### src/hdl/xoroshiro64_range_random_defines.svh
// ----------------------------------------------------------------------------
// xoroshiro64_range_random_defines.svh
// assertion macros used by the range random generator
// ----------------------------------------------------------------------------
`ifndef XOROSHIRO64_RANGE_RANDOM_DEFINES_SVH
`define XOROSHIRO64_RANGE_RANDOM_DEFINES_SVH

// consequent must hold in the same cycle as the antecedent
`define XRR_ASSERT_NOW(label, ante, cons, msg) \
  label: assert property (@(posedge clk) disable iff (rst) (ante) |-> (cons)) \
    else $error(msg);

// consequent must hold in the cycle after the antecedent
`define XRR_ASSERT_NEXT(label, ante, cons, msg) \
  label: assert property (@(posedge clk) disable iff (rst) (ante) |=> (cons)) \
    else $error(msg);

`endif

### src/hdl/xrr_pkg.sv
// ----------------------------------------------------------------------------
// xrr_pkg
// types, constants and helper functions of the range random generator
// ----------------------------------------------------------------------------
package xrr_pkg;

  // request actions
  typedef enum logic [1:0] {
    ACT_FRACTION = 2'd0,
    ACT_UPPER    = 2'd1,
    ACT_RANGE    = 2'd2,
    ACT_RESEED   = 2'd3
  } action_t;

  // splitmix32 constants
  localparam logic [31:0] SPLIT_INC = 32'h9e37_79b9;
  localparam logic [31:0] MIX_MUL1  = 32'h85eb_ca6b;
  localparam logic [31:0] MIX_MUL2  = 32'hc2b2_ae35;

  // xoroshiro64** output scrambler multiplier
  localparam logic [31:0] SCRAMBLE_MUL = 32'h9E37_79BB;

  // queue between front and back
  localparam int QUEUE_DEPTH = 2;
  localparam int QPTR_W      = (QUEUE_DEPTH > 1) ? $clog2(QUEUE_DEPTH) : 1;
  localparam int QCNT_W      = $clog2(QUEUE_DEPTH + 1);

  // one draw waiting for the back end
  typedef struct packed {
    action_t            action;
    logic signed [31:0] lower;
    logic signed [31:0] upper;
    logic [31:0]        word0;
  } draw_t;

  function automatic logic [31:0] rotl32(input logic [31:0] v, input int k);
    rotl32 = (v << k) | (v >> (32 - k));
  endfunction

  // full splitmix32 mix of an already incremented accumulator
  function automatic logic [31:0] mix_word(input logic [31:0] acc);
    logic [31:0] z;
    z = (acc ^ (acc >> 16)) * MIX_MUL1;
    z = (z ^ (z >> 13)) * MIX_MUL2;
    mix_word = z ^ (z >> 16);
  endfunction

  // generator words after reset, as a reseed with seed zero leaves them
  localparam logic [31:0] SPLIT_INC2  = SPLIT_INC + SPLIT_INC;
  localparam logic [31:0] GEN_RESET0  = mix_word(SPLIT_INC);
  localparam logic [31:0] GEN_RESET1  = mix_word(SPLIT_INC2);

endpackage

### src/hdl/xrr_req_if.sv
// ----------------------------------------------------------------------------
// xrr_req_if
// request channel: action with bounds and seed
// ----------------------------------------------------------------------------
interface xrr_req_if;
  import xrr_pkg::*;

  logic               valid;
  logic               ready;
  logic [1:0]         action;
  logic signed [31:0] lower;
  logic signed [31:0] upper;
  logic [31:0]        seed;

  modport source (output valid, output action, output lower, output upper,
                  output seed, input ready);
  modport sink   (input valid, input action, input lower, input upper,
                  input seed, output ready);
endinterface

### src/hdl/xrr_front.sv
// ----------------------------------------------------------------------------
// xrr_front
// holds the generator words, advances them per draw, runs splitmix reseed
// ----------------------------------------------------------------------------
module xrr_front (
  input  logic           clk,
  input  logic           rst,
  xrr_req_if.sink        req,
  output logic           push_valid,
  input  logic           push_ready,
  output xrr_pkg::draw_t push_data
);
  import xrr_pkg::*;

  typedef enum logic [1:0] {
    ST_IDLE,
    ST_MUL1,
    ST_MUL2,
    ST_STORE
  } state_t;

  state_t      state;
  logic [31:0] w0;
  logic [31:0] w1;
  logic [31:0] acc;
  logic [31:0] mix;
  logic        word_sel;

  logic        accept;
  logic        is_reseed;
  logic [31:0] b_mix;
  logic [31:0] fin;

  // take requests only when idle and the queue has room
  assign req.ready  = (state == ST_IDLE) && push_ready;
  assign accept     = req.valid && req.ready;
  assign is_reseed  = (action_t'(req.action) == ACT_RESEED);

  // each draw carries the pre-advance first word to the back end
  assign push_valid       = accept && !is_reseed;
  assign push_data.action = action_t'(req.action);
  assign push_data.lower  = req.lower;
  assign push_data.upper  = req.upper;
  assign push_data.word0  = w0;

  assign b_mix = w1 ^ w0;
  assign fin   = mix ^ (mix >> 16);

  // generator state and reseed sequencer
  always_ff @(posedge clk) begin
    if (rst) begin
      state    <= ST_IDLE;
      w0       <= GEN_RESET0;
      w1       <= GEN_RESET1;
      word_sel <= 1'b0;
    end else begin
      unique case (state)
        ST_IDLE: begin
          if (accept) begin
            if (is_reseed) begin
              acc      <= req.seed + SPLIT_INC;
              word_sel <= 1'b0;
              state    <= ST_MUL1;
            end else begin
              w0 <= rotl32(w0, 26) ^ b_mix ^ (b_mix << 9);
              w1 <= rotl32(b_mix, 13);
            end
          end
        end
        ST_MUL1: begin
          mix   <= (acc ^ (acc >> 16)) * MIX_MUL1;
          state <= ST_MUL2;
        end
        ST_MUL2: begin
          mix   <= (mix ^ (mix >> 13)) * MIX_MUL2;
          state <= ST_STORE;
        end
        ST_STORE: begin
          if (!word_sel) begin
            w0       <= fin;
            acc      <= acc + SPLIT_INC;
            word_sel <= 1'b1;
            state    <= ST_MUL1;
          end else begin
            w1    <= fin;
            state <= ST_IDLE;
          end
        end
        default: state <= ST_IDLE;
      endcase
    end
  end

endmodule

### src/flat_wrapper.sv
// flat-port wrapper written by rule: the top's interface ports become plain ports
module xrr_front_flat import xrr_pkg::*;
  (clk, rst, push_valid, push_ready, push_data, req_valid, req_action, req_lower, req_upper, req_seed, req_ready);
  xrr_req_if req_i ();
  input  logic clk;
  input  logic rst;
  output logic push_valid;
  input  logic push_ready;
  output xrr_pkg::draw_t push_data;
  input wire logic [$bits(req_i.valid)-1:0] req_valid;
  input wire logic [$bits(req_i.action)-1:0] req_action;
  input wire logic [$bits(req_i.lower)-1:0] req_lower;
  input wire logic [$bits(req_i.upper)-1:0] req_upper;
  input wire logic [$bits(req_i.seed)-1:0] req_seed;
  output wire logic [$bits(req_i.ready)-1:0] req_ready;
  assign req_i.valid = req_valid;
  assign req_i.action = req_action;
  assign req_i.lower = req_lower;
  assign req_i.upper = req_upper;
  assign req_i.seed = req_seed;
  assign req_ready = req_i.ready;
  xrr_front u_core (.clk(clk), .rst(rst), .req(req_i), .push_valid(push_valid), .push_ready(push_ready), .push_data(push_data));
endmodule
### config.mk
export PLATFORM = sky130hd
export DESIGN_NAME = xrr_front_flat
export DESIGN_NICKNAME = d
export VERILOG_FILES = /design/src/hdl/xoroshiro64_range_random_defines.svh /design/src/hdl/xrr_pkg.sv /design/src/hdl/xrr_req_if.sv /design/src/hdl/xrr_front.sv /design/src/flat_wrapper.sv
export SDC_FILE = /design/constraint.sdc
export NUM_CORES = 2
export LEC_CHECK = 0
export BUFFER_PORTS_ARGS = -buffer_cell sky130_fd_sc_hd__buf_2
export CORE_MARGIN = 5
export CORE_UTILIZATION = 40
export CTS_CLUSTER_SIZE = 28
export DETAILED_ROUTE_END_ITERATION = 10
export SYNTH_ARGS = -nofsm -noshare
export SYNTH_HDL_FRONTEND = slang
export SYNTH_SLANG_ARGS = --single-unit
### constraint.sdc
create_clock -name clk -period 20 [get_ports clk]
set_input_delay 1 -clock clk [delete_from_list [all_inputs] [get_ports clk]]
set_output_delay 1 -clock clk [all_outputs]
set_load 0.05 [all_outputs]
==> impl_metrics.json <==
{
  "fp-row-count": 92,
  "min_period_ps": 8091,
  "firstDrtPassIters": 7,
  "die_y_um": 261.6,
  "clkLatencyLatePin_ps": 440,
  "startpoint_type": "flop",
  "rsz0062_at_grt": "false",
  "cts_buffer_depth": 2,
  "htree_levels": 4,
  "synth_area_mm2": 0.02533,
  "endpoint_kind": "flop",
  "first_global_vias": 19030,
  "crit_family": "adder cells",
  "min_path_type": "flop to flop",
  "postCtsSetupRepairBufs": 0,
  "max_cap_violations": 0,
  "final-seq-area_mm2": 0.003263,
  "drive_above_1_share_pct": 6.231,
  "yosysWarnings": 0,
  "async_flop_share_pct": 0,
  "maxSlewViolCount": 0,
  "cpPeakStageDelay_ps": 620,
  "cts_resized": 0,
  "use_met3_pct": 3.901,
  "cts_tree": "yes",
  "critPathKind": "flop to flop",
  "syn_inst": 2568,
  "numCtsBuffers": 17,
  "yosysTopAreaCellShare_pct": 30.74,
  "met1_usage_pct": 28.52,
  "ctsHoldBuffers": 0,
  "synth_top_cell_by_area": "fa_1",
  "grt_pass1_wl_um": 111700,
  "gp_congestion": 0.9311,
  "fin_nets": 3424,
  "critPathRequiredTime_ps": 20180,
  "drt_iter0_drc": 1051,
  "antenna_found_initial": 0,
  "drtAntennaViolNets": 0,
  "drt-wirelength-per-cell_um": 21.17,
  "arrival_ps": 8270,
  "fin_crit_sh_pct": 40.46,
  "ys_top_cells_by_area": "fa_1, ha_1, inv_1",
  "crit_slowest_cell": "edfxtp_1",
  "synth.yosys.seq_area_share_pct": 12.88,
  "syn_nets": 3437,
  "grt_max_degree": 90,
  "cp_max_fo": 9,
  "setup_viol": 0,
  "cts_num_sinks": 131,
  "dieArea_mm2": 0.06846,
  "cp_num_buf_inv": 7,
  "totalNegativeSetupSlack_ps": 0,
  "io_buffers": 73,
  "drc_errors": 0,
  "top_usage_layer": "met2",
  "viasPerCell": 5.099,
  "yosysUniqueCellTypes": 77,
  "coreArea_mm2": 0.06285,
  "outcome": "finished clean",
  "fp.dieW_um": 261.6,
  "yosys_register_bits": 131,
  "ys.flop_type": "dfxtp_1",
  "grt_remaining_overflow": 0,
  "hpwl_um": 61980,
  "via_count": 17410,
  "grt.met2_usage_pct": 36.39,
  "antenna_cells": 0,
  "avgSynthCellArea_um2": 9.863,
  "synth_edf_count": 64,
  "root_buffer": "clkbuf_16",
  "slew_headroom_pct": 14.29,
  "clock_skew_ps": 14.91,
  "multi_input_area_mm2": 0.01919,
  "reg2reg_slack_ps": 11910,
  "finalHoldViolCount": 0,
  "path_clk_slew_ps": 70,
  "fmax_ghz": 0.1236,
  "ios": 202,
  "grt_use_total_pct": 21.50,
  "routed_wl_um": 72280,
  "start_util_pct": 40.30,
  "syn_to_final_growth_pct": 5.666,
  "worstMarginPinSlew_ps": 1281,
  "fillerInstances": 6115
}
## registers in the layout, indices dropped and copies added, names as in the netlist
signal,cells
u_core.w1,32
u_core.w0,32
u_core.mix,32
u_core.word_sel,1
u_core.acc,32
u_core.state,2
## logic make-up after synthesis
family                   count (synthesis)  share of synthesized area, %
AO/OA/AOI/OAI                          289                         7.721
XOR/XNOR                               302                         10.53
adder cells (fa/ha/maj)                767                         49.42
buffers and inverters                  696                         11.50
flip-flops                             131                         12.88
multiplexers                            46                         1.887
AND/OR/NAND/NOR                        337                         6.056
## worst paths after layout
check	from	to	cells after the start
worst min register to register	u_core.w1[27]$_SDFFE_PP1P_	u_core.w1[27]$_SDFFE_PP1P_	1
worst min-delay path	u_core.w1[27]$_SDFFE_PP1P_	u_core.w1[27]$_SDFFE_PP1P_	1
worst max register to register	u_core.mix[19]$_DFFE_PP_	u_core.mix[28]$_DFFE_PP_	25
worst max-delay path	u_core.mix[19]$_DFFE_PP_	u_core.mix[28]$_DFFE_PP_	25
## cells in the final DEF (no fill, tap or decap), types with 14 or more instances in the layout
| cell | count |
|---|---|
| inv_1 | 571 |
| fa_1 | 389 |
| ha_1 | 376 |
| xnor2_1 | 183 |
| nor2_1 | 162 |
| xor2_1 | 117 |
| a21oi_1 | 86 |
| buf_2 | 73 |
| dfxtp_1 | 67 |
| edfxtp_1 | 64 |
| nand2_1 | 52 |
| o21ai_0 | 52 |
| nor3_1 | 39 |
| mux2i_1 | 37 |
| a211oi_1 | 34 |
| a211o_1 | 31 |
| clkbuf_16 | 20 |
| buf_4 | 16 |
| nand2b_1 | 14 |
| a21o_1 | 14 |
## metal layers
metal	part of all wire, %	routed length, um
met1	43	31060
met2	49	35380
met3	5.3	3805
met4	2.8	2037
met5	0	0
## cell usage after synthesis, types with 15 or more instances
| master | n |
|---|---|
| buf_2 | 15 |
| nor3_1 | 39 |
| a21oi_1 | 86 |
| fa_1 | 389 |
| dfxtp_1 | 67 |
| ha_1 | 378 |
| a211o_1 | 31 |
| inv_1 | 571 |
| nand2_1 | 52 |
| nor2_1 | 162 |
| buf_4 | 67 |
| clkbuf_1 | 26 |
| o21ai_0 | 52 |
| mux2i_1 | 37 |
| edfxtp_1 | 64 |
| xnor2_1 | 183 |
| xor2_1 | 117 |
| a211oi_1 | 34 |
## area by class of cell
| type | instances | share of cell area, % |
|---|---|---|
| timing repair buffer | 89 | 1.814 |
| inverter | 575 | 8.064 |
| clock buffer | 21 | 1.884 |
| clock inverter | 11 | 0.4020 |
| multi-input combinational | 1741 | 71.69 |
| tap | 846 | 3.955 |
| sequential | 131 | 12.19 |
## worst reg2reg max path, stage by stage (launching register included)
cell,delay [ps]
edfxtp_1,620
xnor2_1,530
inv_1,270
ha_1,380
inv_1,90
fa_1,480
fa_1,510
fa_1,490
inv_1,50
fa_1,500
inv_1,60
fa_1,520
inv_1,50
fa_1,480
inv_1,50
fa_1,480
inv_1,50
ha_1,320
and3_1,210
a221oi_1,450
a2bb2oi_1,240
o31a_1,260
a211oi_1,140
or3_1,390
xnor2_1,150
mux2i_1,80
## stage by stage
step	hold WS [ps]	cell area [um2]	setup slack (ps)	instances	utilization [%]
finish	488.8	26760	11910	3414	42.58
global route	505.8	26760	11510	3414	42.58
CTS	491.5	26760	11980	3414	42.58
detailed placement	475.3	26150	12000	3382	41.61
global placement	464.9	26150	12060	3382	41.61
floorplan	455.9	25330	12770	2568	-
Power is left out: the tool's default activity adds up to more than one toggle a clock period on the data nets, which glitch-free logic cannot reach.
