**config.mk**
```make
export PLATFORM = sky130hd
export DESIGN_NAME = xrr_back_flat
export DESIGN_NICKNAME = d
export VERILOG_FILES = /design/src/hdl/xoroshiro64_range_random_defines.svh /design/src/hdl/xrr_pkg.sv /design/src/hdl/xrr_rsp_if.sv /design/src/hdl/xrr_back.sv /design/src/flat_wrapper.sv
export SDC_FILE = /design/constraint.sdc
export NUM_CORES = 2
export LEC_CHECK = 0
export ABC_AREA = 1
export ABC_CLOCK_PERIOD_IN_PS = 14400
export BUFFER_PORTS_ARGS = -buffer_cell sky130_fd_sc_hd__buf_2
export CORE_UTILIZATION = 25
export DETAILED_ROUTE_END_ITERATION = 8
export SYNTH_ARGS = -nofsm -noshare
export SYNTH_HDL_FRONTEND = slang
export SYNTH_SLANG_ARGS = --single-unit
export TNS_END_PERCENT = 30
```
**constraint.sdc**
```tcl
create_clock -name clk -period 14.4 [get_ports clk]
set_clock_uncertainty 0.2 [all_clocks]
set_input_delay 2.16 -clock clk [delete_from_list [all_inputs] [get_ports clk]]
set_output_delay 2.16 -clock clk [all_outputs]
set_load 0.01 [all_outputs]
```
**src/hdl/xoroshiro64_range_random_defines.svh**
```systemverilog
// ----------------------------------------------------------------------------
// xoroshiro64_range_random_defines.svh
// assertion macros used by the range random generator
// ----------------------------------------------------------------------------
`ifndef XOROSHIRO64_RANGE_RANDOM_DEFINES_SVH
`define XOROSHIRO64_RANGE_RANDOM_DEFINES_SVH

// consequent must hold in the same cycle as the antecedent
`define XRR_ASSERT_NOW(label, ante, cons, msg) \
  label: assert property (@(posedge clk) disable iff (rst) (ante) |-> (cons)) \
    else $error(msg);

// consequent must hold in the cycle after the antecedent
`define XRR_ASSERT_NEXT(label, ante, cons, msg) \
  label: assert property (@(posedge clk) disable iff (rst) (ante) |=> (cons)) \
    else $error(msg);

`endif

```
**src/hdl/xrr_pkg.sv**
```systemverilog
// ----------------------------------------------------------------------------
// xrr_pkg
// types, constants and helper functions of the range random generator
// ----------------------------------------------------------------------------
package xrr_pkg;

  // request actions
  typedef enum logic [1:0] {
    ACT_FRACTION = 2'd0,
    ACT_UPPER    = 2'd1,
    ACT_RANGE    = 2'd2,
    ACT_RESEED   = 2'd3
  } action_t;

  // splitmix32 constants
  localparam logic [31:0] SPLIT_INC = 32'h9e37_79b9;
  localparam logic [31:0] MIX_MUL1  = 32'h85eb_ca6b;
  localparam logic [31:0] MIX_MUL2  = 32'hc2b2_ae35;

  // xoroshiro64** output scrambler multiplier
  localparam logic [31:0] SCRAMBLE_MUL = 32'h9E37_79BB;

  // queue between front and back
  localparam int QUEUE_DEPTH = 2;
  localparam int QPTR_W      = (QUEUE_DEPTH > 1) ? $clog2(QUEUE_DEPTH) : 1;
  localparam int QCNT_W      = $clog2(QUEUE_DEPTH + 1);

  // one draw waiting for the back end
  typedef struct packed {
    action_t            action;
    logic signed [31:0] lower;
    logic signed [31:0] upper;
    logic [31:0]        word0;
  } draw_t;

  function automatic logic [31:0] rotl32(input logic [31:0] v, input int k);
    rotl32 = (v << k) | (v >> (32 - k));
  endfunction

  // full splitmix32 mix of an already incremented accumulator
  function automatic logic [31:0] mix_word(input logic [31:0] acc);
    logic [31:0] z;
    z = (acc ^ (acc >> 16)) * MIX_MUL1;
    z = (z ^ (z >> 13)) * MIX_MUL2;
    mix_word = z ^ (z >> 16);
  endfunction

  // generator words after reset, as a reseed with seed zero leaves them
  localparam logic [31:0] SPLIT_INC2  = SPLIT_INC + SPLIT_INC;
  localparam logic [31:0] GEN_RESET0  = mix_word(SPLIT_INC);
  localparam logic [31:0] GEN_RESET1  = mix_word(SPLIT_INC2);

endpackage

```
**src/hdl/xrr_rsp_if.sv**
```systemverilog
// ----------------------------------------------------------------------------
// xrr_rsp_if
// result channel: raw word, scaled value and status
// ----------------------------------------------------------------------------
interface xrr_rsp_if;
  import xrr_pkg::*;

  logic               valid;
  logic               ready;
  logic [31:0]        fraction;
  logic signed [31:0] value;
  logic               status;

  modport source (output valid, output fraction, output value, output status,
                  input ready);
  modport sink   (input valid, input fraction, input value, input status,
                  output ready);
endinterface

```
**src/hdl/xrr_back.sv**
```systemverilog
// ----------------------------------------------------------------------------
// xrr_back
// scrambles the generator word and scales it into the requested interval
// ----------------------------------------------------------------------------
module xrr_back (
  input  logic           clk,
  input  logic           rst,
  input  logic           pop_valid,
  output logic           pop_ready,
  input  xrr_pkg::draw_t pop_data,
  xrr_rsp_if.source      rsp
);
  import xrr_pkg::*;

  // stage 1: scrambler multiply, span, offset, empty check
  logic        s1_valid;
  logic [31:0] s1_mul;
  logic [32:0] s1_span;
  logic [31:0] s1_offset;
  logic        s1_status;
  // stage 2: rotate and times five
  logic        s2_valid;
  logic [31:0] s2_word;
  logic [32:0] s2_span;
  logic [31:0] s2_offset;
  logic        s2_status;
  // stage 3: scaling product
  logic        s3_valid;
  logic [31:0] s3_word;
  logic [63:0] s3_prod;
  logic [31:0] s3_offset;
  logic        s3_status;
  // output register
  logic        o_valid;
  logic [31:0] o_fraction;
  logic [31:0] o_value;
  logic        o_status;

  logic        adv;
  logic [32:0] span_next;
  logic [31:0] offset_next;
  logic        status_next;
  logic [32:0] range_span;
  logic [31:0] rot_word;

  // whole pipe moves unless the output is held
  assign adv       = !o_valid || rsp.ready;
  assign pop_ready = adv;

  assign range_span = {pop_data.upper[31], pop_data.upper}
                    - {pop_data.lower[31], pop_data.lower} + 33'd1;

  // classify the draw; span and offset are zero where no value is made
  always_comb begin
    span_next   = '0;
    offset_next = '0;
    status_next = 1'b0;
    unique case (pop_data.action) inside
      ACT_UPPER: begin
        if (pop_data.upper[31] || (pop_data.upper == '0)) begin
          status_next = 1'b1;
        end else begin
          span_next   = {1'b0, pop_data.upper};
          offset_next = 32'd1;
        end
      end
      ACT_RANGE: begin
        if (pop_data.upper < pop_data.lower) begin
          status_next = 1'b1;
        end else begin
          span_next   = range_span;
          offset_next = pop_data.lower;
        end
      end
      ACT_FRACTION, ACT_RESEED: begin
        span_next = '0;
      end
      default: span_next = '0;
    endcase
  end

  assign rot_word = rotl32(s1_mul, 5);

  // pipeline valids
  always_ff @(posedge clk) begin
    if (rst) begin
      s1_valid <= 1'b0;
      s2_valid <= 1'b0;
      s3_valid <= 1'b0;
      o_valid  <= 1'b0;
    end else if (adv) begin
      s1_valid <= pop_valid;
      s2_valid <= s1_valid;
      s3_valid <= s2_valid;
      o_valid  <= s3_valid;
    end
  end

  // pipeline payload
  always_ff @(posedge clk) begin
    if (adv) begin
      s1_mul     <= pop_data.word0 * SCRAMBLE_MUL;
      s1_span    <= span_next;
      s1_offset  <= offset_next;
      s1_status  <= status_next;

      s2_word    <= rot_word + {rot_word[29:0], 2'b00};
      s2_span    <= s1_span;
      s2_offset  <= s1_offset;
      s2_status  <= s1_status;

      s3_word    <= s2_word;
      s3_prod    <= {32'd0, s2_word} * {31'd0, s2_span};
      s3_offset  <= s2_offset;
      s3_status  <= s2_status;

      o_fraction <= s3_word;
      o_value    <= s3_prod[63:32] + s3_offset;
      o_status   <= s3_status;
    end
  end

  assign rsp.valid    = o_valid;
  assign rsp.fraction = o_fraction;
  assign rsp.value    = o_value;
  assign rsp.status   = o_status;

endmodule

```
**src/flat_wrapper.sv**
```systemverilog
// flat-port wrapper written by rule: the top's interface ports become plain ports
module xrr_back_flat import xrr_pkg::*;
  (clk, rst, pop_valid, pop_ready, pop_data, rsp_valid, rsp_fraction, rsp_value, rsp_status, rsp_ready);
  xrr_rsp_if rsp_i ();
  input  logic clk;
  input  logic rst;
  input  logic pop_valid;
  output logic pop_ready;
  input  xrr_pkg::draw_t pop_data;
  output wire logic [$bits(rsp_i.valid)-1:0] rsp_valid;
  output wire logic [$bits(rsp_i.fraction)-1:0] rsp_fraction;
  output wire logic [$bits(rsp_i.value)-1:0] rsp_value;
  output wire logic [$bits(rsp_i.status)-1:0] rsp_status;
  input wire logic [$bits(rsp_i.ready)-1:0] rsp_ready;
  assign rsp_valid = rsp_i.valid;
  assign rsp_fraction = rsp_i.fraction;
  assign rsp_value = rsp_i.value;
  assign rsp_status = rsp_i.status;
  assign rsp_i.ready = rsp_ready;
  xrr_back u_core (.clk(clk), .rst(rst), .pop_valid(pop_valid), .pop_ready(pop_ready), .pop_data(pop_data), .rsp(rsp_i));
endmodule
```
==> impl_metrics.ini <==
[outcome]
status = complete, no violations

[die]
start_util = 0.252
fp.dieW_um = 509
die_h_um = 509
die-area_um2 = 259000
io_pins = 169
core_um2 = 255000
rows = 185

[yosys]
yosysUniqueCellTypes = 42
yosysWarnings = 0
synth_fp_nets = 9367
synth_area_per_cell_um2 = 8.56
yosys-top-cells-area = fa_1 37%, edfxtp_1 17%, inv_1 13%
yosys.area.top_type = fa_1
yosysTopAreaCellShare = 0.374
syn_area_um2 = 64200
synth-seq-cells = 362
ys.flop_type = edfxtp_1
synth_common_cells = 2209 x inv_1, 1714 x nand2_1, 1199 x fa_1, 564 x ha_1, 358 x edfxtp_1
synth_seq_area_share = 0.169
synthArstFlopShare = 0
synth_edf_count = 358
synthesis.instances = 7502
yosys.cell_count.top_type = inv_1

[final_layout]
layout-drive-gt1-share = 0.0426
seqCellArea_um2 = 10800
nNetsFinal = 9415
syn_to_final_growth_pct = 9.60
multiInputGateArea_um2 = 44100
fillers = 27300

[setup_path]
critPathLaunchType = input pin
path_cells = buf_2 > fa_1 > fa_1 > fa_1 > fa_1 > inv_1 > fa_1 > inv_1 > fa_1 > fa_1 > inv_1 > fa_1 > inv_1 > ha_1 > nand2_1 > nor2_1 > and2_1 > nand4_1 > nand3_1 > a21o_1 > nand2_1 > nand3_1 > nand2_1
crit_arrival_ns = 8.14
r2r-start = u_core.s2_word[10]
startpoint = pop_data[8]
crit_fanout = 10
path_buf_inv = 5
end_kind = flip-flop
cp_top_family = adder cells
critPathRequiredTime_ns = 14.57
slowest_stage = fa_1
criticalPathCategory = input pin to flip-flop
critPathMostFrequentCell = fa_1
cpPeakStageDelay_ns = 0.53

[drt]
drt-pass1-iter-count = 6
vias = 46900
vias_per_cell = 4.28
wl_met2_um = 89200
wl_per_cell_um = 16.8
wirelength_met1_um = 80100
top_layer = met5
drt_iter0_drc = 3242
drc = 0
routed_wl_um = 184000
ant_nets = 0
dr_wl_met3_um = 10100

[grt]
grt_usage = 0.144
gr-total-overflow = 0
grt_max_degree = 130
first_global_vias = 49600
grt_first_pass_wirelength_um = 289000
antenna_found_initial = 21

[cts]
cts_tree = yes
h-tree-depth = 2
clk_latency_ns = 0.62
clock-sinks = 362
cts_resized = 0
hold_buffers = 0
cts.clk_slew.worst_paths_ns = 0.07
cts_made_buffers = 41
cts_setup_buffers = 0
clk_path_buf_depth = 3
cts_root_buf = clkbuf_16

[timing]
slew_headroom = 0.216
final.setup.tns_ns = 0
timing.final.crit_share = 0.554
min_period_ns = 7.97
rsz0062_at_grt = false
report.final.setup_viol = 0
hold_viol = 0
maxSlewViolCount = 0
fmax_mhz = 125
tightestPinTransition_ns = 1.18

[worst_hold_path]
hp-start = u_core.s2_offset[21]
holdCritPathClass = flip-flop to flip-flop

[flow_run]
cap_viol_max_count = 0

[place]
gp_congestion = 0.960
numPortBuffers = 168
dpl.hpwl_um = 149000
[registers in the layout, summed over array words and instances, names as in the netlist]
register and cells:
u_core.s1_status 1, u_core.s1_span 33, u_core.s3_status 1, u_core.rsp.valid 1
u_core.s1_valid 1, u_core.s2_span 33, u_core.s1_mul 32, u_core.s1_offset 32
u_core.s3_prod 32, u_core.s3_valid 1, u_core.s3_offset 32, u_core.rsp.fraction 32
u_core.s3_word 32, u_core.s2_offset 32, u_core.s2_word 32, u_core.rsp.value 32
u_core.s2_status 1, u_core.rsp.status 1, u_core.s2_valid 1
[layout by cell type (no fill, tap or decap), drive strengths merged, types with 3 or more instances in the layout]
master and count:
a21boi 14, a21o 32, a21oi 216, a31o 3
a31oi 12, and2 6, buf 240, bufinv 6
clkbuf 46, clkinv 15, clkinvlp 3, dfxtp 4
diode 7, edfxtp 358, fa 1199, ha 564
inv 2215, nand2 1715, nand3 135, nand3b 11
nand4 37, nor2 340, nor3 36, nor4 11
o211ai 5, o21a 9, o21ai 153, o21bai 29
o221a 4, o221ai 3, or2 6, xnor2 39
xor2 109
[area by class of cell]
cell class	instances	area share
inverters	2209	0.118
diodes	7	0.000249
multi-input cells	4696	0.628
clock buffers	46	0.0150
well taps	3366	0.0599
repair buffers	240	0.0198
flip-flops and latches	362	0.154
clock inverters	30	0.00553
[cells by family after synthesis]
group | synth area share
and+or+nand+nor | 0.141
AOI/OAI and AO/OA | 0.0427
adders and majority gates | 0.484
buffers and inverters | 0.143
xor gates and xnor gates | 0.0202
DFF | 0.169
[final timing paths]
check,end,slack (ns),cells past startpoint
max,u_core.s1_mul[29],6.43,23
min,u_core.s3_offset[21],0.20,0
max reg2reg,u_core.s3_prod[37],6.52,23
min reg2reg,u_core.s3_offset[21],0.20,0
[through the flow]
step	std cells	instance area [um2]	utilization	setup slack (ns)	hold WS [ns]
2_1_floorplan	7502	64200	-	2.79	0.200
3_3_place_gp	10900	68900	0.271	5.79	0.201
3_5_place_dp	10900	68900	0.271	5.81	0.205
4_1_cts	10900	70300	0.276	6.48	0.192
5_1_grt	11000	70300	0.276	6.16	0.209
6_report	11000	70300	0.276	6.43	0.203
[metal layers]
metal,GRT usage,up-vias
li1,-,22000
met1,0.191,23400
met2,0.248,1236
met3,0.0177,210
met4,0.0341,16
met5,0,-
Power is left out: the tool's default activity adds up to more than one toggle a clock period on the data nets, which glitch-free logic cannot reach.
