--- config.mk ---
export PLATFORM = sky130hd
export DESIGN_NAME = xrr_queue
export DESIGN_NICKNAME = d
export VERILOG_FILES = /design/src/hdl/xoroshiro64_range_random_defines.svh /design/src/hdl/xrr_pkg.sv /design/src/hdl/xrr_queue.sv
export SDC_FILE = /design/constraint.sdc
export NUM_CORES = 1
export LEC_CHECK = 0
export ABC_AREA = 1
export BUFFER_PORTS_ARGS = -buffer_cell sky130_fd_sc_hd__buf_4
export CELL_PAD_IN_SITES_DETAIL_PLACEMENT = 0
export CELL_PAD_IN_SITES_GLOBAL_PLACEMENT = 1
export CORE_MARGIN = 4
export CORE_UTILIZATION = 47
export DETAILED_ROUTE_END_ITERATION = 8
export GPL_TIMING_DRIVEN = 0
export PLACE_DENSITY = 0.9
export SKIP_LAST_GASP = 1
export SLEW_MARGIN = 5
export SYNTH_ARGS = -nofsm -noshare
export SYNTH_HDL_FRONTEND = slang
export SYNTH_SLANG_ARGS = --single-unit
--- constraint.sdc ---
create_clock -name clk -period 11.9 [get_ports clk]
set_input_delay 1.19 -clock clk [delete_from_list [all_inputs] [get_ports clk]]
set_output_delay 1.19 -clock clk [all_outputs]
set_load 0.01 [all_outputs]
--- src/hdl/xoroshiro64_range_random_defines.svh ---
// ----------------------------------------------------------------------------
// xoroshiro64_range_random_defines.svh
// assertion macros used by the range random generator
// ----------------------------------------------------------------------------
`ifndef XOROSHIRO64_RANGE_RANDOM_DEFINES_SVH
`define XOROSHIRO64_RANGE_RANDOM_DEFINES_SVH

// consequent must hold in the same cycle as the antecedent
`define XRR_ASSERT_NOW(label, ante, cons, msg) \
  label: assert property (@(posedge clk) disable iff (rst) (ante) |-> (cons)) \
    else $error(msg);

// consequent must hold in the cycle after the antecedent
`define XRR_ASSERT_NEXT(label, ante, cons, msg) \
  label: assert property (@(posedge clk) disable iff (rst) (ante) |=> (cons)) \
    else $error(msg);

`endif

--- src/hdl/xrr_pkg.sv ---
// ----------------------------------------------------------------------------
// xrr_pkg
// types, constants and helper functions of the range random generator
// ----------------------------------------------------------------------------
package xrr_pkg;

  // request actions
  typedef enum logic [1:0] {
    ACT_FRACTION = 2'd0,
    ACT_UPPER    = 2'd1,
    ACT_RANGE    = 2'd2,
    ACT_RESEED   = 2'd3
  } action_t;

  // splitmix32 constants
  localparam logic [31:0] SPLIT_INC = 32'h9e37_79b9;
  localparam logic [31:0] MIX_MUL1  = 32'h85eb_ca6b;
  localparam logic [31:0] MIX_MUL2  = 32'hc2b2_ae35;

  // xoroshiro64** output scrambler multiplier
  localparam logic [31:0] SCRAMBLE_MUL = 32'h9E37_79BB;

  // queue between front and back
  localparam int QUEUE_DEPTH = 2;
  localparam int QPTR_W      = (QUEUE_DEPTH > 1) ? $clog2(QUEUE_DEPTH) : 1;
  localparam int QCNT_W      = $clog2(QUEUE_DEPTH + 1);

  // one draw waiting for the back end
  typedef struct packed {
    action_t            action;
    logic signed [31:0] lower;
    logic signed [31:0] upper;
    logic [31:0]        word0;
  } draw_t;

  function automatic logic [31:0] rotl32(input logic [31:0] v, input int k);
    rotl32 = (v << k) | (v >> (32 - k));
  endfunction

  // full splitmix32 mix of an already incremented accumulator
  function automatic logic [31:0] mix_word(input logic [31:0] acc);
    logic [31:0] z;
    z = (acc ^ (acc >> 16)) * MIX_MUL1;
    z = (z ^ (z >> 13)) * MIX_MUL2;
    mix_word = z ^ (z >> 16);
  endfunction

  // generator words after reset, as a reseed with seed zero leaves them
  localparam logic [31:0] SPLIT_INC2  = SPLIT_INC + SPLIT_INC;
  localparam logic [31:0] GEN_RESET0  = mix_word(SPLIT_INC);
  localparam logic [31:0] GEN_RESET1  = mix_word(SPLIT_INC2);

endpackage

--- src/hdl/xrr_queue.sv ---
// ----------------------------------------------------------------------------
// xrr_queue
// short fifo of pending draws between front and back
// ----------------------------------------------------------------------------
module xrr_queue (
  input  logic           clk,
  input  logic           rst,
  input  logic           push_valid,
  output logic           push_ready,
  input  xrr_pkg::draw_t push_data,
  output logic           pop_valid,
  input  logic           pop_ready,
  output xrr_pkg::draw_t pop_data
);
  import xrr_pkg::*;

  draw_t             entries [QUEUE_DEPTH];
  logic [QPTR_W-1:0] wr_ptr;
  logic [QPTR_W-1:0] rd_ptr;
  logic [QCNT_W-1:0] count;
  logic              push;
  logic              pop;

  assign push_ready = (count != QCNT_W'(QUEUE_DEPTH));
  assign pop_valid  = (count != '0);
  assign pop_data   = entries[rd_ptr];
  assign push       = push_valid && push_ready;
  assign pop        = pop_valid && pop_ready;

  // entry storage
  always_ff @(posedge clk) begin
    if (push) begin
      entries[wr_ptr] <= push_data;
    end
  end

  // pointers and fill count
  always_ff @(posedge clk) begin
    if (rst) begin
      wr_ptr <= '0;
      rd_ptr <= '0;
      count  <= '0;
    end else begin
      if (push) begin
        wr_ptr <= (wr_ptr == QPTR_W'(QUEUE_DEPTH - 1)) ? '0 : wr_ptr + 1'b1;
      end
      if (pop) begin
        rd_ptr <= (rd_ptr == QPTR_W'(QUEUE_DEPTH - 1)) ? '0 : rd_ptr + 1'b1;
      end
      case ({push, pop})
        2'b10:   count <= count + 1'b1;
        2'b01:   count <= count - 1'b1;
        default: count <= count;
      endcase
    end
  end

endmodule

==> summary.md, run 1 <==
| Metric | Value |
|---|---|
| Outcome | `completed` |
| Max incr delay on CP | `approximately 0.38 ns` |
| CP Cell Sequence | `buf_6 -> buf_2 -> mux2_2 -> buf_4` |
| Drt pass-1 iters | `4` |
| Avg Vias per Cell | `approximately 5` |
| Via count | `slightly below 4000` |
| CTS Hold Buffers Added | `0` |
| Post-layout nets | `between 600 and 700` |
| Final core utilization | `approximately two thirds` |
| RSZ-0062 raised after global routing | `no` |
| Final setup violation count | `0` |
| Clock Latency Late Sink | `around 0.48 ns` |
| Setup CP Type | `reg2out` |
| Initial core utilization | `48.2%` |
| Minimum clock period | `2.99 ns` |
| CTS tree | `yes` |
| Area of the die | `roughly 18000 um^2` |
| Routed Antenna Nets | `0` |
| GRT Overall Usage | `between 10% and 20%` |
| Number of max-cap violations | `0` |
| Leak | `between 3 and 4 nW` |
| Slowest stage cell, crit path | `mux2_2` |
| Required @ worst endpoint | `around 11 ns` |
| Worst slew margin | `between 40% and 50%` |
| Gr ovfl total | `0` |
| Fillcell total | `between 1000 and 1500` |
| Worst Path Buf+Inv | `3` |
| Fin. Hold Viols | `0` |
| Tot Pwr | `roughly 1.9 mW` |
| Worst vdd ir | `around 190 uV` |
| Final Wtd Congestion | `roughly 0.75` |
| Post-Syn Nets | `between 400 and 500` |
| CTS sink count | `about 200` |
| Htree depth | `1` |
| Sequential fraction of the synthesis area | `between 80% and 90%` |
| Root Buffer | `clkbuf_16` |
| Initial antenna violation count | `0` |
| Mean Syn Cell Area | `approximately 22 um^2` |
| Row cnt | `between 40 and 50` |
| Syn Inst Count | `343` |
| Psw | `460 uW` |
| Pin count of the biggest net entering global routing | `31` |
| Post-cts repair resize count | `0` |
| Worst hold path class | `reg2reg` |
| Chip width | `approximately 130 um` |
| Seq pwr share | `a little under half` |
| Final TNS setup | `0 ns` |
| Data arrival, critical path | `1.80 ns` |
| Internal Power | `between 1 and 1.5 mW` |
| Ant. Diodes | `0` |
| Switch share | `between 20% and 30%` |
| Commonest non-fill, non-tap cells in the layout | `buf_4 (201), edfxtp_1 (196), mux2_2 (78)` |
| CTS max path bufs | `3` |
| Measured slew at the worst slew-check pin | `0.828 ns` |
| Total number of yosys warnings | `0` |
| 1st-iter DRT viols | `200` |
| IO Pins | `about 200` |
| FF+latch count, synth | `between 200 and 250` |
| Delay-heaviest family, CP | `buffers and inverters` |
| Core area | `between 15000 and 20000 um^2` |
| Drt drc | `0` |
| Share of post-route cells with drive strength above 1 | `around three fifths` |
| Setup crit end kind | `output pin` |
| Commonest non-fill, non-tap cell in the layout | `buf_4` |
| Syn-to-layout area delta | `35.1%` |
| Detail Placement HPWL | `about 11000 um` |
| Clk slew on worst S/H paths | `roughly 0.060 ns` |
| First-pass GRT wire length | `about 23000 um` |
| PD cells | `194 nW/um^2` |
| WL/cell | `approximately 19 um` |
| Die height | `approximately 130 um` |
| Clock share of power | `32.6%` |
| Setup repair bufs after CTS | `0` |
| Routed WL | `~15000 um` |
| CTS Buf Count | `21` |
| Vias in the first global route | `approximately 4200` |
| Final Max Slew Viols | `0` |
| Combinational power share | `21.6%` |
| FMAX | `approximately 330 MHz` |
| Worst Path Max Fanout | `10` |
| Fin Clk Skew | `just under 0.008 ns` |
| Port bufs | `around 200` |
| Mapped cell area | `between 7000 and 8000 um^2` |
| Tcrit/Tclk final | `approximately 25%` |
| Startpoint types | `flop` |
| Distinct cells, synth | `13` |
==> cells in the mapped netlist <==
library cell	number	share of area, %
mux2_4	20	4.1
nand4_1	1	0.085
nand2_1	8	0.41
inv_1	8	0.41
o21ai_0	3	0.20
ha_1	1	0.17
buf_2	7	0.47
edfxtp_1	196	80
dfxtp_1	5	1.4
mux2_2	78	12
a21oi_1	2	0.14
buf_6	4	0.61
nor2_1	10	0.51
==> power groups by stage <==
stage	logic (mW)	clock network, mW	registers (mW)
CTS	0.425	0.648	0.885
global placement	0.395	0	0.913
floorplan	0.218	0	0.904
global route	0.447	0.679	0.891
finish	0.417	0.631	0.884
detailed placement	0.422	0	0.900
==> final cells by class <==
| type | instances | area, um^2 | area share, % |
|---|---|---|---|
| multi-input combinational | 123 | 1310 | 13.1 |
| tap | 211 | 264 | 2.65 |
| buffer | 11 | 80.1 | 0.802 |
| timing repair buffer | 207 | 1640 | 16.5 |
| clock buffer | 23 | 533 | 5.34 |
| sequential | 201 | 5990 | 60.0 |
| clock inverter | 14 | 139 | 1.39 |
| inverter | 8 | 30.0 | 0.301 |
==> final timing paths <==
| check | startpoint | endpoint | slack, ns | depth (start not counted) |
|---|---|---|---|---|
| min | rd_ptr$_SDFFE_PP0P_ | rd_ptr$_SDFFE_PP0P_ | 0.52 | 2 |
| max | flop | pop_data[19] | 8.91 | 4 |
| max reg2reg | count[0]$_SDFFE_PP0P_ | entries[0][79]$_DFFE_PP_ | 9.68 | 6 |
| min reg2reg | rd_ptr$_SDFFE_PP0P_ | rd_ptr$_SDFFE_PP0P_ | 0.52 | 2 |
==> worst register-to-register path, delay by kind of cell (launching register included) <==
| family | cells | cell delay (ns) |
|---|---|---|
| and+or+nand+nor | 3 | 1.00 |
| buffers and inverters | 3 | 0.58 |
| DFF | 1 | 0.34 |
==> sequential cells by signal, summed over array words and instances (netlist names), named ones only <==
| name | count |
|---|---|
| entries | 196 |
| rd_ptr | 1 |
| count | 2 |
| wr_ptr | 1 |
==> through the flow <==
| stage | std cells | hold WS [ns] | area (um^2) | worst slack, ns |
|---|---|---|---|---|
| after floorplan | 343 | 0.465 | 7390 | 5.98 |
| after global placement | 755 | 0.479 | 9160 | 3.84 |
| after detailed placement | 761 | 0.492 | 9310 | 8.92 |
| after CTS | 798 | 0.519 | 9980 | 8.86 |
| after global routing | 798 | 0.535 | 9980 | 8.82 |
| final | 798 | 0.516 | 9980 | 8.91 |
==> layer usage <==
metal,GRT usage [%],up-vias,share of wire [%]
met5,0,-,0
met4,4.23,0,1.7
met2,29.0,156,52
met3,4.57,21,8.4
li1,-,1807,-
met1,19.7,1947,38
==> cell families (layout without fill, tap and decap cells) <==
logic type / Yosys count / after routing / synth area share, %
compound gates: 5 / 5 / 0.339
fa+ha+maj: 1 / 1 / 0.169
buf+inv: 19 / 263 / 1.49
flops: 201 / 201 / 81.0
mux: 98 / 98 / 16.0
simple gates: 19 / 19 / 1.00
Note: power is estimated with default switching activity, not from simulation.
==> run 2, diff against run 1 <==
--- a/config.mk
+++ b/config.mk
@@ -10,10 +10,10 @@
 export CELL_PAD_IN_SITES_DETAIL_PLACEMENT = 0
 export CELL_PAD_IN_SITES_GLOBAL_PLACEMENT = 1
 export CORE_MARGIN = 4
-export CORE_UTILIZATION = 47
+export CORE_UTILIZATION = 40
 export DETAILED_ROUTE_END_ITERATION = 8
 export GPL_TIMING_DRIVEN = 0
-export PLACE_DENSITY = 0.9
+export PLACE_DENSITY = 0.82
 export SKIP_LAST_GASP = 1
 export SLEW_MARGIN = 5
 export SYNTH_ARGS = -nofsm -noshare
==> constraint.sdc (replaced) <==
create_clock -name clk -period 2.4 [get_ports clk]
set_input_delay 0.24 -clock clk [delete_from_list [all_inputs] [get_ports clk]]
set_output_delay 0.24 -clock clk [all_outputs]
set_load 0.01 [all_outputs]
==> run 2 against run 1 <==
Compared with the run above:
- register-to-register slack worse by 9.1 ns
- largest power group unchanged
- die area grew 16%
- power grew to 5.0 times the previous value
- final cell count increased by 15%
- design area grew 9.9%
- via count rose by 8.7%
- clock-buffer cell count rose by 6
==> summary.md, run 2 (same netlist as run 1, synthesis figures left out) <==
| Metric | Value |
|---|---|
| Setup crit end kind | `output pin` |
| CTS tree | `yes` |
| Number of max-cap violations | `0` |
| Final TNS setup | `0 ns` |
| Area of the die | `~21000 um^2` |
| Via count | `roughly 4300` |
| Commonest non-fill, non-tap cell in the layout | `buf_4` |
| PD cells | `a little under 900 nW/um^2` |
| Biggest regs | `entries (196), count (2)` |
| Fin Clk Skew | `~0.0057 ns` |
| Placed Cells | `about 780` |
| Worst hold path class | `in2reg` |
| CTS Buf Count | `23` |
| FMAX | `just under 500 MHz` |
| CTS sink count | `between 200 and 250` |
| Post-layout nets | `777` |
| WL/cell | `approximately 17 um` |
| Fin. Hold Viols | `0` |
| Row cnt | `between 40 and 50` |
| Avg Vias per Cell | `approximately 4.7` |
| Max FFs per register | `between 150 and 200` |
| Outcome | `completed` |
| Share of post-route cells with drive strength above 1 | `between 50% and 60%` |
| Worst Path Max Fanout | `10` |
| Core area | `between 15000 and 20000 um^2` |
| Post-cts repair resize count | `0` |
| Max incr delay on CP | `between 0.3 and 0.4 ns` |
| Data arrival, critical path | `about 1.8 ns` |
| RSZ-0062 raised after global routing | `no` |
| Required @ worst endpoint | `2.16 ns` |
| GRT Overall Usage | `14.8%` |
| Final core utilization | `about three fifths` |
| Syn-to-layout area delta | `48.6%` |
| CP Cell Sequence | `buf_6 -> buf_6 -> buf_6 -> mux2_4 -> buf_4` |
| Worst slew margin | `about half` |
| Drt pass-1 iters | `4` |
| IO Pins | `202` |
| Slowest stage cell, crit path | `dfxtp_1` |
| Vias in the first global route | `approximately 4800` |
| Port bufs | `around 200` |
| CTS max path bufs | `3` |
| Startpoint types | `flop` |
| Chip width | `about 140 um` |
| 1st-iter DRT viols | `~150` |
| Tcrit/Tclk final | `around 84%` |
| Die height | `~140 um` |
| Setup CP Type | `reg2out` |
| Final hold slack | `~0.022 ns` |
| Biggest register | `entries` |
| Root Buffer | `clkbuf_16` |
| Final Wtd Congestion | `about 0.68` |
| Minimum clock period | `around 2 ns` |
| Fillcell total | `approximately 1300` |
| Post-route insts no fill | `around 900` |
| Leak | `4.21 nW` |
| Pin count of the biggest net entering global routing | `30` |
| Htree depth | `1` |
| Measured slew at the worst slew-check pin | `slightly below 0.8 ns` |
| Routed WL | `15900 um` |
| Drt drc | `0` |
| Initial antenna violation count | `0` |
| Routed Antenna Nets | `0` |
| Tot Pwr | `between 9 and 10 mW` |
| Clk slew on worst S/H paths | `0.06 ns` |
| Worst vdd ir | `541 uV` |
| Final Max Slew Viols | `0` |
| Clock Latency Late Sink | `just under 0.5 ns` |
| Detail Placement HPWL | `just over 10000 um` |
| Commonest non-fill, non-tap cells in the layout | `buf_4 (201), edfxtp_1 (196), dlygate4sd3_1 (99)` |
| Most used cell, CP | `buf_6` |
| Final setup violation count | `0` |
| Gr ovfl total | `0` |
| Initial core utilization | `approximately two fifths` |
| First-pass GRT wire length | `roughly 24000 um` |
run 2: cell count changes in the layout (fill, tap and decap cells not counted), moves of 2 or more:
cell	change
nand2_1	-2
clkbuf_1	+4
clkinv_1	-2
buf_16	-2
clkbuf_16	+2
dlygate4sd3_1	+99
bufinv_16	-3
buf_12	+2
nand2_4	+2
run 2: final cells by class:
class	count	area, um^2	area share [%]
diodes	1	2.50	0.0228
plain buffers	11	80.1	0.730
clock buffers	29	598	5.45
clock inverters	10	47.5	0.433
inverters	8	30.0	0.274
multi-input cells	123	1320	12.0
flip-flops and latches	201	5990	54.6
well taps	229	287	2.61
repair buffers	306	2620	23.9
run 2: stage by stage:
stage          worst slack [ns]  area, um^2
5_1_grt                   0.271       11000
6_report                  0.375       11000
3_5_place_dp              0.573        9330
2_1_floorplan           -0.0261        7420
4_1_cts                   0.313       11000
3_3_place_gp             -0.757        9210
run 2: final timing paths:
check                                      startpoint                      end  slack [ns]  cells past startpoint
worst min register to register    rd_ptr$_SDFFE_PP0P_                     flop        0.51                      2
worst max register to register  count[0]$_SDFFE_PP0P_  entries[0][4]$_DFFE_PP_        0.60                      5
worst min-delay path                       push_valid      wr_ptr$_SDFFE_PP0P_        0.02                      3
worst max-delay path                             flop             pop_data[66]        0.38                      5
run 2: routing by layer:
metal | vias to the layer above | track usage, % | part of all wire, %
met5 | - | 0 | 0
met4 | 0 | 4.21 | 1.9
met2 | 141 | 27.8 | 53
met3 | 24 | 3.69 | 7.0
met1 | 2110 | 16.5 | 38
li1 | 1997 | - | -
run 2: timing repair:
item | CTS | global route
setup buffers | 0 | 0
endpoints found under the hold margin | 197 | 0
hold buffers | 99 | 0
run 2: power by group:
group          switching [mW]  internal [mW]  leakage [nW]
clock network            1.26           1.75         0.319
registers              0.0890           4.29          1.87
logic                    1.00           1.20          2.01
run 2: worst max-delay path: cells and delay by family, from the launching register on:
family / cells / cell delay, ns
flops: 1 / 0.32
buf+inv: 4 / 0.65
mux: 1 / 0.32
